--- src/hw/rtl/tpfir9_pkg.sv ---
// constants shared by the three-parallel nine-tap fir
package tpfir9_pkg;

	localparam int TAPS      = 9;
	localparam int HISTORY   = 8;
	localparam int LANES     = 3;
	localparam int WIN       = HISTORY + LANES;
	localparam int OUT_BITS  = 13;
	localparam int COEF_BITS = 12;

	typedef logic signed [COEF_BITS-1:0] coef_t;
	typedef logic signed [OUT_BITS-1:0] out_t;

	localparam coef_t COEFS [TAPS] = '{
		-12'sd13, -12'sd28, 12'sd104, 12'sd544, 12'sd830,
		12'sd544, 12'sd104, -12'sd28, -12'sd13
	};

endpackage

--- src/hw/rtl/tpfir9_in_if.sv ---
// input channel: three consecutive samples per transaction
interface tpfir9_in_if #(
	parameter int SAMPLE_BITS = 12
) ();
	logic                          valid;
	logic                          ready;
	logic signed [SAMPLE_BITS-1:0] sample_oldest;
	logic signed [SAMPLE_BITS-1:0] sample_middle;
	logic signed [SAMPLE_BITS-1:0] sample_newest;

	modport source (output valid, sample_oldest, sample_middle, sample_newest, input ready);
	modport sink (input valid, sample_oldest, sample_middle, sample_newest, output ready);
endinterface

--- src/hw/rtl/tpfir9_out_if.sv ---
// output channel: three filter outputs per transaction
interface tpfir9_out_if ();
	logic                                    valid;
	logic                                    ready;
	logic signed [tpfir9_pkg::OUT_BITS-1:0] filtered_oldest;
	logic signed [tpfir9_pkg::OUT_BITS-1:0] filtered_middle;
	logic signed [tpfir9_pkg::OUT_BITS-1:0] filtered_newest;

	modport source (output valid, filtered_oldest, filtered_middle, filtered_newest, input ready);
	modport sink (input valid, filtered_oldest, filtered_middle, filtered_newest, output ready);
endinterface

--- src/hw/rtl/tpfir9_history.sv ---
// sample delay line that shifts by three per transaction and forms the window
module tpfir9_history #(
	parameter int SAMPLE_BITS = 12
) (
	input  logic                          clk,
	input  logic                          arst_n,
	input  logic                          load,
	input  logic signed [SAMPLE_BITS-1:0] new_samples [tpfir9_pkg::LANES],
	output logic signed [SAMPLE_BITS-1:0] win [tpfir9_pkg::WIN]
);
	localparam int HISTORY = tpfir9_pkg::HISTORY;
	localparam int LANES   = tpfir9_pkg::LANES;

	// oldest first
	logic signed [SAMPLE_BITS-1:0] hist_q [HISTORY];

	for (genvar j = 0; j < HISTORY; j++) begin : g_old
		assign win[j] = hist_q[j];
	end
	for (genvar p = 0; p < LANES; p++) begin : g_new
		assign win[HISTORY + p] = new_samples[p];
	end

	for (genvar j = 0; j < HISTORY; j++) begin : g_shift
		always_ff @(posedge clk or negedge arst_n) begin
			if (!arst_n) begin
				hist_q[j] <= '0;
			end else if (load) begin
				hist_q[j] <= win[j + LANES];
			end
		end
	end
endmodule

--- src/hw/rtl/tpfir9_tap_cell.sv ---
// one tap of the filter: adds its three floored products to the running sums
module tpfir9_tap_cell #(
	parameter int SAMPLE_BITS   = 12,
	parameter int PRODUCT_SHIFT = 16,
	parameter int TAP           = 0
) (
	input  logic                                    clk,
	input  logic                                    arst_n,
	input  logic                                    in_valid,
	output logic                                    in_ready,
	input  logic signed [SAMPLE_BITS-1:0]           in_win [tpfir9_pkg::WIN],
	input  logic signed [tpfir9_pkg::OUT_BITS-1:0] in_sum [tpfir9_pkg::LANES],
	output logic                                    out_valid,
	input  logic                                    out_ready,
	output logic signed [SAMPLE_BITS-1:0]           out_win [tpfir9_pkg::WIN],
	output logic signed [tpfir9_pkg::OUT_BITS-1:0] out_sum [tpfir9_pkg::LANES]
);
	localparam int WIN         = tpfir9_pkg::WIN;
	localparam int LANES       = tpfir9_pkg::LANES;
	localparam int OUT_BITS    = tpfir9_pkg::OUT_BITS;
	localparam int PROD_W      = SAMPLE_BITS + tpfir9_pkg::COEF_BITS;
	localparam int EXT_W       = PROD_W + OUT_BITS;
	localparam int SCALE_RAW   = PRODUCT_SHIFT - SAMPLE_BITS + 1;
	localparam int SCALE_SHIFT = (SCALE_RAW < 0) ? 0 : SCALE_RAW;
	localparam tpfir9_pkg::coef_t COEF = tpfir9_pkg::COEFS[TAP];

	logic                          valid_s1;
	logic signed [SAMPLE_BITS-1:0] win_s1 [WIN];
	logic signed [OUT_BITS-1:0]    sum_s1 [LANES];
	logic signed [OUT_BITS-1:0]    sum_next [LANES];
	logic                          load;

	for (genvar p = 0; p < LANES; p++) begin : g_lane
		localparam int IDX = tpfir9_pkg::HISTORY + p - TAP;
		logic signed [PROD_W-1:0] prod;
		logic signed [PROD_W-1:0] floored;
		logic signed [EXT_W-1:0]  ext;
		logic signed [OUT_BITS-1:0] term;

		always_comb begin
			prod    = PROD_W'(in_win[IDX]) * PROD_W'(COEF);
			// arithmetic shift floors toward minus infinity
			floored = prod >>> PRODUCT_SHIFT;
			ext     = EXT_W'(floored);
			term    = OUT_BITS'(ext <<< SCALE_SHIFT);
		end

		assign sum_next[p] = in_sum[p] + term;
	end

	assign load     = !valid_s1 || out_ready;
	assign in_ready = load;

	always_ff @(posedge clk or negedge arst_n) begin
		if (!arst_n) begin
			valid_s1 <= 1'b0;
		end else if (load) begin
			valid_s1 <= in_valid;
		end
	end

	always_ff @(posedge clk) begin
		if (load && in_valid) begin
			win_s1 <= in_win;
			sum_s1 <= sum_next;
		end
	end

	assign out_valid = valid_s1;
	assign out_win   = win_s1;
	assign out_sum   = sum_s1;
endmodule

--- src/hw/rtl/three_parallel_fir_9tap.sv ---
// top level of the three-parallel nine-tap symmetric low-pass fir
// Usage:
//   samples (sink): each transaction carries three consecutive signed samples,
//   oldest first. filtered (source): one transaction per input transaction with
//   the three filter outputs for those sample times, in the same order.
//   Coefficients are -13 -28 104 544 830 544 104 -28 -13; each product is floored
//   by PRODUCT_SHIFT bits and rescaled before the nine terms are summed.
// Throughput: one transaction per cycle while filtered.ready is high; each of the
//   nine tap cells holds one transaction and hands its partial sums and sample
//   window on, the last cell driving filtered.
// Reset: arst_n clears the eight-sample delay line to zero and empties the cells.
// Stall: when filtered.ready is low the last cell holds its result; earlier
//   cells keep filling until every cell is occupied, then samples.ready drops.
module three_parallel_fir_9tap #(
	parameter int SAMPLE_BITS   = 12,
	parameter int PRODUCT_SHIFT = 16
) (
	input logic         clk,
	input logic         arst_n,
	tpfir9_in_if.sink   samples,
	tpfir9_out_if.source filtered
);
	localparam int TAPS     = tpfir9_pkg::TAPS;
	localparam int LANES    = tpfir9_pkg::LANES;
	localparam int WIN      = tpfir9_pkg::WIN;
	localparam int OUT_BITS = tpfir9_pkg::OUT_BITS;

	logic                          vld [TAPS+1];
	logic                          rdy [TAPS+1];
	logic signed [OUT_BITS-1:0]    sum [TAPS+1][LANES];
	logic signed [SAMPLE_BITS-1:0] win [TAPS][WIN];
	logic signed [SAMPLE_BITS-1:0] new_samples [LANES];

	assign new_samples[0] = samples.sample_oldest;
	assign new_samples[1] = samples.sample_middle;
	assign new_samples[2] = samples.sample_newest;

	tpfir9_history #(
		.SAMPLE_BITS(SAMPLE_BITS)
	) u_history (
		.clk        (clk),
		.arst_n     (arst_n),
		.load       (samples.valid && rdy[0]),
		.new_samples(new_samples),
		.win        (win[0])
	);

	assign vld[0]        = samples.valid;
	assign samples.ready = rdy[0];

	for (genvar p = 0; p < LANES; p++) begin : g_zero
		assign sum[0][p] = '0;
	end

	for (genvar k = 0; k < TAPS; k++) begin : g_cell
		if (k < TAPS - 1) begin : g_mid
			tpfir9_tap_cell #(
				.SAMPLE_BITS  (SAMPLE_BITS),
				.PRODUCT_SHIFT(PRODUCT_SHIFT),
				.TAP          (k)
			) u_cell (
				.clk      (clk),
				.arst_n   (arst_n),
				.in_valid (vld[k]),
				.in_ready (rdy[k]),
				.in_win   (win[k]),
				.in_sum   (sum[k]),
				.out_valid(vld[k+1]),
				.out_ready(rdy[k+1]),
				.out_win  (win[k+1]),
				.out_sum  (sum[k+1])
			);
		end else begin : g_last
			// the last cell's register is the output register
			tpfir9_tap_cell #(
				.SAMPLE_BITS  (SAMPLE_BITS),
				.PRODUCT_SHIFT(PRODUCT_SHIFT),
				.TAP          (k)
			) u_cell (
				.clk      (clk),
				.arst_n   (arst_n),
				.in_valid (vld[k]),
				.in_ready (rdy[k]),
				.in_win   (win[k]),
				.in_sum   (sum[k]),
				.out_valid(vld[k+1]),
				.out_ready(rdy[k+1]),
				.out_win  (),
				.out_sum  (sum[k+1])
			);
		end
	end

	assign rdy[TAPS]                = filtered.ready;
	assign filtered.valid           = vld[TAPS];
	assign filtered.filtered_oldest = sum[TAPS][0];
	assign filtered.filtered_middle = sum[TAPS][1];
	assign filtered.filtered_newest = sum[TAPS][2];
endmodule

--- src/flat_wrapper.sv ---
// flat-port wrapper written by rule: the top's interface ports become plain ports
module three_parallel_fir_9tap_flat 
#(
	parameter int SAMPLE_BITS   = 12,
	parameter int PRODUCT_SHIFT = 16
)
  (clk, arst_n, samples_valid, samples_sample_oldest, samples_sample_middle, samples_sample_newest, samples_ready, filtered_valid, filtered_filtered_oldest, filtered_filtered_middle, filtered_filtered_newest, filtered_ready);
  tpfir9_in_if #(.SAMPLE_BITS(SAMPLE_BITS)) samples_i ();
  tpfir9_out_if filtered_i ();
  input logic clk;
  input logic arst_n;
  input wire logic [$bits(samples_i.valid)-1:0] samples_valid;
  input wire logic [$bits(samples_i.sample_oldest)-1:0] samples_sample_oldest;
  input wire logic [$bits(samples_i.sample_middle)-1:0] samples_sample_middle;
  input wire logic [$bits(samples_i.sample_newest)-1:0] samples_sample_newest;
  output wire logic [$bits(samples_i.ready)-1:0] samples_ready;
  output wire logic [$bits(filtered_i.valid)-1:0] filtered_valid;
  output wire logic [$bits(filtered_i.filtered_oldest)-1:0] filtered_filtered_oldest;
  output wire logic [$bits(filtered_i.filtered_middle)-1:0] filtered_filtered_middle;
  output wire logic [$bits(filtered_i.filtered_newest)-1:0] filtered_filtered_newest;
  input wire logic [$bits(filtered_i.ready)-1:0] filtered_ready;
  assign samples_i.valid = samples_valid;
  assign samples_i.sample_oldest = samples_sample_oldest;
  assign samples_i.sample_middle = samples_sample_middle;
  assign samples_i.sample_newest = samples_sample_newest;
  assign samples_ready = samples_i.ready;
  assign filtered_valid = filtered_i.valid;
  assign filtered_filtered_oldest = filtered_i.filtered_oldest;
  assign filtered_filtered_middle = filtered_i.filtered_middle;
  assign filtered_filtered_newest = filtered_i.filtered_newest;
  assign filtered_i.ready = filtered_ready;
  three_parallel_fir_9tap #(.SAMPLE_BITS(SAMPLE_BITS), .PRODUCT_SHIFT(PRODUCT_SHIFT)) u_core (.clk(clk), .arst_n(arst_n), .samples(samples_i), .filtered(filtered_i));
endmodule
--- config.mk ---
export PLATFORM = sky130hd
export DESIGN_NAME = three_parallel_fir_9tap_flat
export DESIGN_NICKNAME = d
export VERILOG_FILES = /design/src/hw/rtl/tpfir9_pkg.sv /design/src/hw/rtl/tpfir9_in_if.sv /design/src/hw/rtl/tpfir9_out_if.sv /design/src/hw/rtl/tpfir9_history.sv /design/src/hw/rtl/tpfir9_tap_cell.sv /design/src/hw/rtl/three_parallel_fir_9tap.sv /design/src/flat_wrapper.sv
export SDC_FILE = /design/constraint.sdc
export NUM_CORES = 2
export LEC_CHECK = 0
export ABC_AREA = 1
export BUFFER_PORTS_ARGS = -buffer_cell sky130_fd_sc_hd__buf_2
export CAP_MARGIN = 20
export CELL_PAD_IN_SITES_DETAIL_PLACEMENT = 2
export CELL_PAD_IN_SITES_GLOBAL_PLACEMENT = 2
export CORE_MARGIN = 4
export CORE_UTILIZATION = 45
export DETAILED_ROUTE_END_ITERATION = 6
export PLACE_DENSITY = 0.88
export SLEW_MARGIN = 20
export SYNTH_ARGS = -nofsm -noshare
export SYNTH_HDL_FRONTEND = slang
export SYNTH_SLANG_ARGS = --single-unit
--- constraint.sdc ---
create_clock -name clk -period 10.8 [get_ports clk]
set_input_delay 2.16 -clock clk [delete_from_list [all_inputs] [get_ports clk]]
set_output_delay 2.16 -clock clk [all_outputs]
set_load 0.03 [all_outputs]
Yosys cells after proc, flatten, opt, wreduce, memory -nomap -nowiden
Cells that the tools add are included.
{ "word_totals": {"register_bits": 1065, "latch_bits": 0, "ram_bits": 0, "mem_bits_ro": 0, "in_bits": 40, "output_inout_bits": 41, "elab_cells": 174, "mem_count": 0} }
{ "classes": {"n_addsub": 24, "multipliers": 27, "n_div": 0, "n_lt_le_gt_ge": 0, "n_eq_ne": 0, "n_shift": 0, "n_mux": 0, "bitwise": 0, "n_reduce_logical": 27} }
{ "op_table": {"columns": ["cell", "n"], "rows": [
  ["12-bit by 5-bit multiplier with 17-bit output, second input constant", 12],
  ["12-bit by 6-bit multiplier with 18-bit output, second input constant", 6],
  ["13-bit adder", 8],
  ["12-bit by 4-bit multiplier with 16-bit output, second input constant", 6],
  ["13-bit by 12-bit adder with 13-bit output", 6],
  ["12-bit by 10-bit multiplier with 22-bit output, second input constant", 3],
  ["13-bit by 7-bit adder with 13-bit output", 4],
  ["13-bit by 9-bit adder with 13-bit output", 4],
  ["13-bit by 6-bit adder with 13-bit output", 2],
  ["1-bit logical AND", 9],
  ["1-bit zero test", 9],
  ["1-bit logical OR", 9]
]} }

Longest topological paths before layout
{ "logic_depth": {"ltp_word": 11, "depth_mapped": 30, "depth_no_buf": 30} }

Cells and area by module
Synthesis repeated with hierarchy kept, for this count alone.
{ "hier_totals": {"hier_cells": 7089, "hier_area_um2": 87388.8} }
{ "by_module_without_submodules": {"columns": ["module", "instances", "cells_per_inst", "area_per_inst_um2", "seq_area_each_um2"], "rows": [
  ["tpfir9_tap_cell at u_core.g_cell[4].g_mid.u_cell", 1, 1299, 14456.4, 5159.9],
  ["tpfir9_tap_cell at u_core.g_cell[6].g_mid.u_cell", 1, 804, 9570.4, 5159.9],
  ["tpfir9_tap_cell at u_core.g_cell[2].g_mid.u_cell", 1, 789, 9401.5, 5159.9],
  ["tpfir9_tap_cell at u_core.g_cell[8].g_last.u_cell", 1, 645, 8707.1, 5159.9],
  ["tpfir9_tap_cell at u_core.g_cell[0].g_mid.u_cell", 1, 647, 8689.6, 5159.9],
  ["tpfir9_tap_cell at u_core.g_cell[3].g_mid.u_cell", 1, 652, 8291.7, 5159.9],
  ["tpfir9_tap_cell at u_core.g_cell[5].g_mid.u_cell", 1, 650, 8281.7, 5159.9],
  ["tpfir9_tap_cell at u_core.g_cell[1].g_mid.u_cell", 1, 577, 8047.7, 5159.9],
  ["tpfir9_tap_cell at u_core.g_cell[7].g_mid.u_cell", 1, 581, 8023.9, 5159.9],
  ["tpfir9_history", 1, 442, 3907.5, 2402.3],
  ["three_parallel_fir_9tap", 1, 3, 11.3, 0.0]
]} }

Worst setup path before layout
Ideal clock, no wire load.
{ "synth_timing": {"path_kind": "input to register", "from": "in filtered_ready", "to": "reg u_core.g_cell[1].g_mid.u_cell.sum_s1 (netlist bit u_core.g_cell[1].g_mid.u_cell.out_sum[10]) (enable)", "setup_time_ns": 0.603, "t_arrival_ns": 7.601, "required_ns": 10.197, "setup_slack_ns": 2.596, "stages": 8, "path_buffers": 0, "cell_sequence": "nor2_4 nand3_2 nor2_4 nand2_2 nor2_4 nand2_2 nor2_4 nor2_1"} }
{ "synth_via": {"elab_chain_len": 9} }
{ "synth_rtl": {"columns": ["element", "line", "source"], "rows": [
  ["start, declared", "flat_wrapper.sv:21", "input wire logic [$bits(filtered_i.ready)-1:0] filtered_ready;"],
  ["1-bit logical OR (8 in series)", "tpfir9_tap_cell.sv:51", "assign load = !valid_s1 || out_ready;"],
  ["1-bit logical AND", "tpfir9_tap_cell.sv:63", "if (load && in_valid) begin"],
  ["end signal, assigned", "tpfir9_tap_cell.sv:65", "sum_s1 <= sum_next;"],
  ["end, declared", "tpfir9_tap_cell.sv:29", "logic signed [OUT_BITS-1:0] sum_s1 [LANES];"]
]} }
No other way between the ends.
A chain may end at the register's enable or synchronous reset.

==> flow_metrics.tcl <==
set metrics [dict create \
    wl_um 248000 \
    required_ps 11280 \
    ys_top_cells_by_count "1191 x inv_1, 1061 x ha_1, 807 x edfxtp_1" \
    final_cell_area_um2 68000 \
    yosysMostFrequentCell "inv_1" \
    drv_slew 0 \
    synth-edff-count 807 \
    drc 0 \
    synth_ff_type "edfxtp_1" \
    clockRootBuffer "clkbuf_16" \
    ys_async_sr_fraction 0.115 \
    holdPathStages 0 \
    vias 44927 \
    cts_made_buffers 105 \
    yosys.area.top_type "edfxtp_1" \
    numClockSinks 912 \
    yosys.area.top_type_share 0.392 \
    cp_max_fo 6 \
    firstDrtPassIters 5 \
    finalCritPeriodShare 0.660 \
    outcome "finished clean" \
    final_nets 7100 \
    grt.overflow.total 0 \
    skew_ps 75.7 \
    tightest_slew_ps 1180 \
    portBuffers 65 \
    start_util 0.455 \
    drt_iter0_drc 3305 \
    core_area_um2 136000 \
    rsz0062_at_grt "false" \
    die_y_um 379 \
    arrival_ps 7610 \
    placed_cell_area_um2 64300 \
    die-width_um 379 \
    grt_pass1_wl_um 366000 \
    post-dp-hpwl_um 158000 \
    drive_gt1_frac 0.0564 \
    ios 81 \
    fin_hold_ws_ps 413 \
    synth_warnings 0 \
    rows 135 \
    setup-tns-final_ps 0 \
    slew_headroom 0.213 \
    cts_buffer_depth 3 \
    synth_seq_area_share 0.434 \
    ys_types 49 \
    grt_usage 0.348 \
    ys_top_cells_by_area "edfxtp_1 39%, ha_1 21%, fa_1 10%" \
    cap_violations 0 \
    hold_buffers 0 \
    clkTransAtPathRegs_ps 70 \
    post-cts-setup-buffers 0 \
    path_class "reg2reg" \
    gp_congestion 0.854 \
    finalSetupViolCount 0 \
    syn_area_per_cell_um2 11.2 \
    area_delta_synth_final_pct 9.94 \
    fmax_mhz 140 \
    grt_max_degree 118 \
    cts_tree "done" \
    detail-route-antenna-nets 0 \
    period_needed_ps 7130 \
    clock_latency_ps 820 \
    cts_resized 0 \
    final_core_util 0.500 \
    vias_per_cell 5.95 \
    ys_ff_latch 912 \
    routedWlPerCell_um 32.9 \
    end_kind "flop" \
    hold_viol 0 \
    synth.cell_area_um2 61900 \
    syn_inst 5512 \
    worst_hold_path_type "reg2reg" \
    r2r_cells 24 \
    start_kind "flop" \
    antenna_found_initial 11 \
    htreeDepth 3 \
    grt_pass1_vias 53451 \
    dieArea_um2 143000 \
]
==> worst paths after layout <==
check / startpoint / slack (ps) / endpoint
max in group asynchronous: arst_n / 7890 / u_core.u_history.win[103]
max reg2reg: u_core.g_cell[3].g_mid.u_cell.out_win[52] / 3670 / u_core.g_cell[4].g_mid.u_cell.out_sum[11]
min: u_core.g_cell[1].g_mid.u_cell.out_win[87] / 410 / u_core.g_cell[2].g_mid.u_cell.out_win[87]
min reg2reg: u_core.g_cell[1].g_mid.u_cell.out_win[87] / 410 / u_core.g_cell[2].g_mid.u_cell.out_win[87]
min in group asynchronous: arst_n / 1390 / u_core.u_history.win[124]
max: u_core.g_cell[3].g_mid.u_cell.out_win[52] / 3670 / u_core.g_cell[4].g_mid.u_cell.out_sum[11]
==> kinds of logic after synthesis <==
family,count (synthesis),share of synthesized area
xor+xnor,255,0.0361
simple gates,1090,0.0733
buf+inv,1233,0.0781
other cells,1,0.0000606
flops,912,0.434
compound gates,636,0.0589
fa+ha+maj,1385,0.319
==> critical path, stage by stage (launching register included) <==
cell and delay, ps:
edfxtp_1 640, ha_1 470, inv_1 90, fa_1 530, inv_1 120, fa_1 580
fa_1 610, inv_1 80, fa_1 550, inv_1 70, ha_1 410, nand2_1 190
o21ai_0 320, a21oi_1 160, nand2_1 220, nand2_1 110, nand2_1 110, xor2_1 210
ha_1 340, a21oi_1 200, o21ai_0 160, a21oi_1 200, nor2_1 80, nor2_1 220
xnor2_1 130
==> cell type report <==
| class | count | area, um^2 |
|---|---|---|
| Tap cell | 1781 | 2230 |
| Sequential cell | 912 | 26900 |
| Clock buffer | 138 | 2940 |
| Inverter | 1193 | 4490 |
| Fill cell | 13469 | 68000 |
| Timing Repair Buffer | 82 | 482 |
| Multi-Input combinational cell | 3381 | 30300 |
| Clock inverter | 60 | 727 |
| Antenna cell | 6 | 15.0 |
==> metal layers <==
| layer | track usage | vias to the layer above | part of all wire |
|---|---|---|---|
| met5 | 0 | - | 0.00021 |
| met1 | 0.349 | 23162 | 0.34 |
| met3 | 0.0630 | 1089 | 0.049 |
| li1 | - | 18638 | - |
| met2 | 0.643 | 2030 | 0.52 |
| met4 | 0.253 | 8 | 0.087 |
==> sequential cells by signal, summed over array words and instances, names as in the netlist <==
signal,cells
u_core.g_cell.g_mid.u_cell.out_sum,159
u_core.u_history.win,96
u_core.g_cell.g_mid.u_cell.out_valid,8
u_core.g_cell.g_last.u_cell.out_valid,1
u_core.g_cell.g_mid.u_cell.out_win,624
u_core.g_cell.g_last.u_cell.out_sum,24
==> placed cells by master (no fill, tap or decap), types with 9 or more instances in the layout <==
cell | netlist | final
clkinv_1 | 0 | 9
ha_1 | 1061 | 1061
conb_1 | 1 | 15
a21o_1 | 15 | 15
buf_4 | 15 | 14
nor3_1 | 28 | 28
o31ai_1 | 10 | 10
o21ai_0 | 131 | 131
o211ai_1 | 28 | 28
nand3_1 | 116 | 116
o2111ai_1 | 9 | 9
o21ai_2 | 37 | 37
nand2_2 | 10 | 10
xnor2_1 | 93 | 93
buf_2 | 12 | 64
dfrtp_1 | 105 | 105
a21oi_1 | 335 | 334
inv_1 | 1191 | 1187
clkbuf_8 | 0 | 15
a31oi_1 | 21 | 21
nor2_1 | 148 | 145
a211oi_1 | 10 | 10
bufinv_16 | 0 | 11
edfxtp_1 | 807 | 807
o21a_1 | 11 | 11
xor2_1 | 162 | 162
clkbuf_1 | 2 | 16
clkinv_2 | 0 | 23
clkbuf_16 | 0 | 107
fa_1 | 324 | 324
nand4_1 | 56 | 56
nand2_1 | 706 | 706
==> per-stage QoR <==
stage,setup WS [ps],std cells
floorplan,2600,5526
global placement,4510,7346
detailed placement,3960,7346
CTS,3460,7544
global route,3390,7547
finish,3670,7553
Power is not shown: default switching activity piles up to over one toggle a cycle in this logic, so the estimate is an artifact.
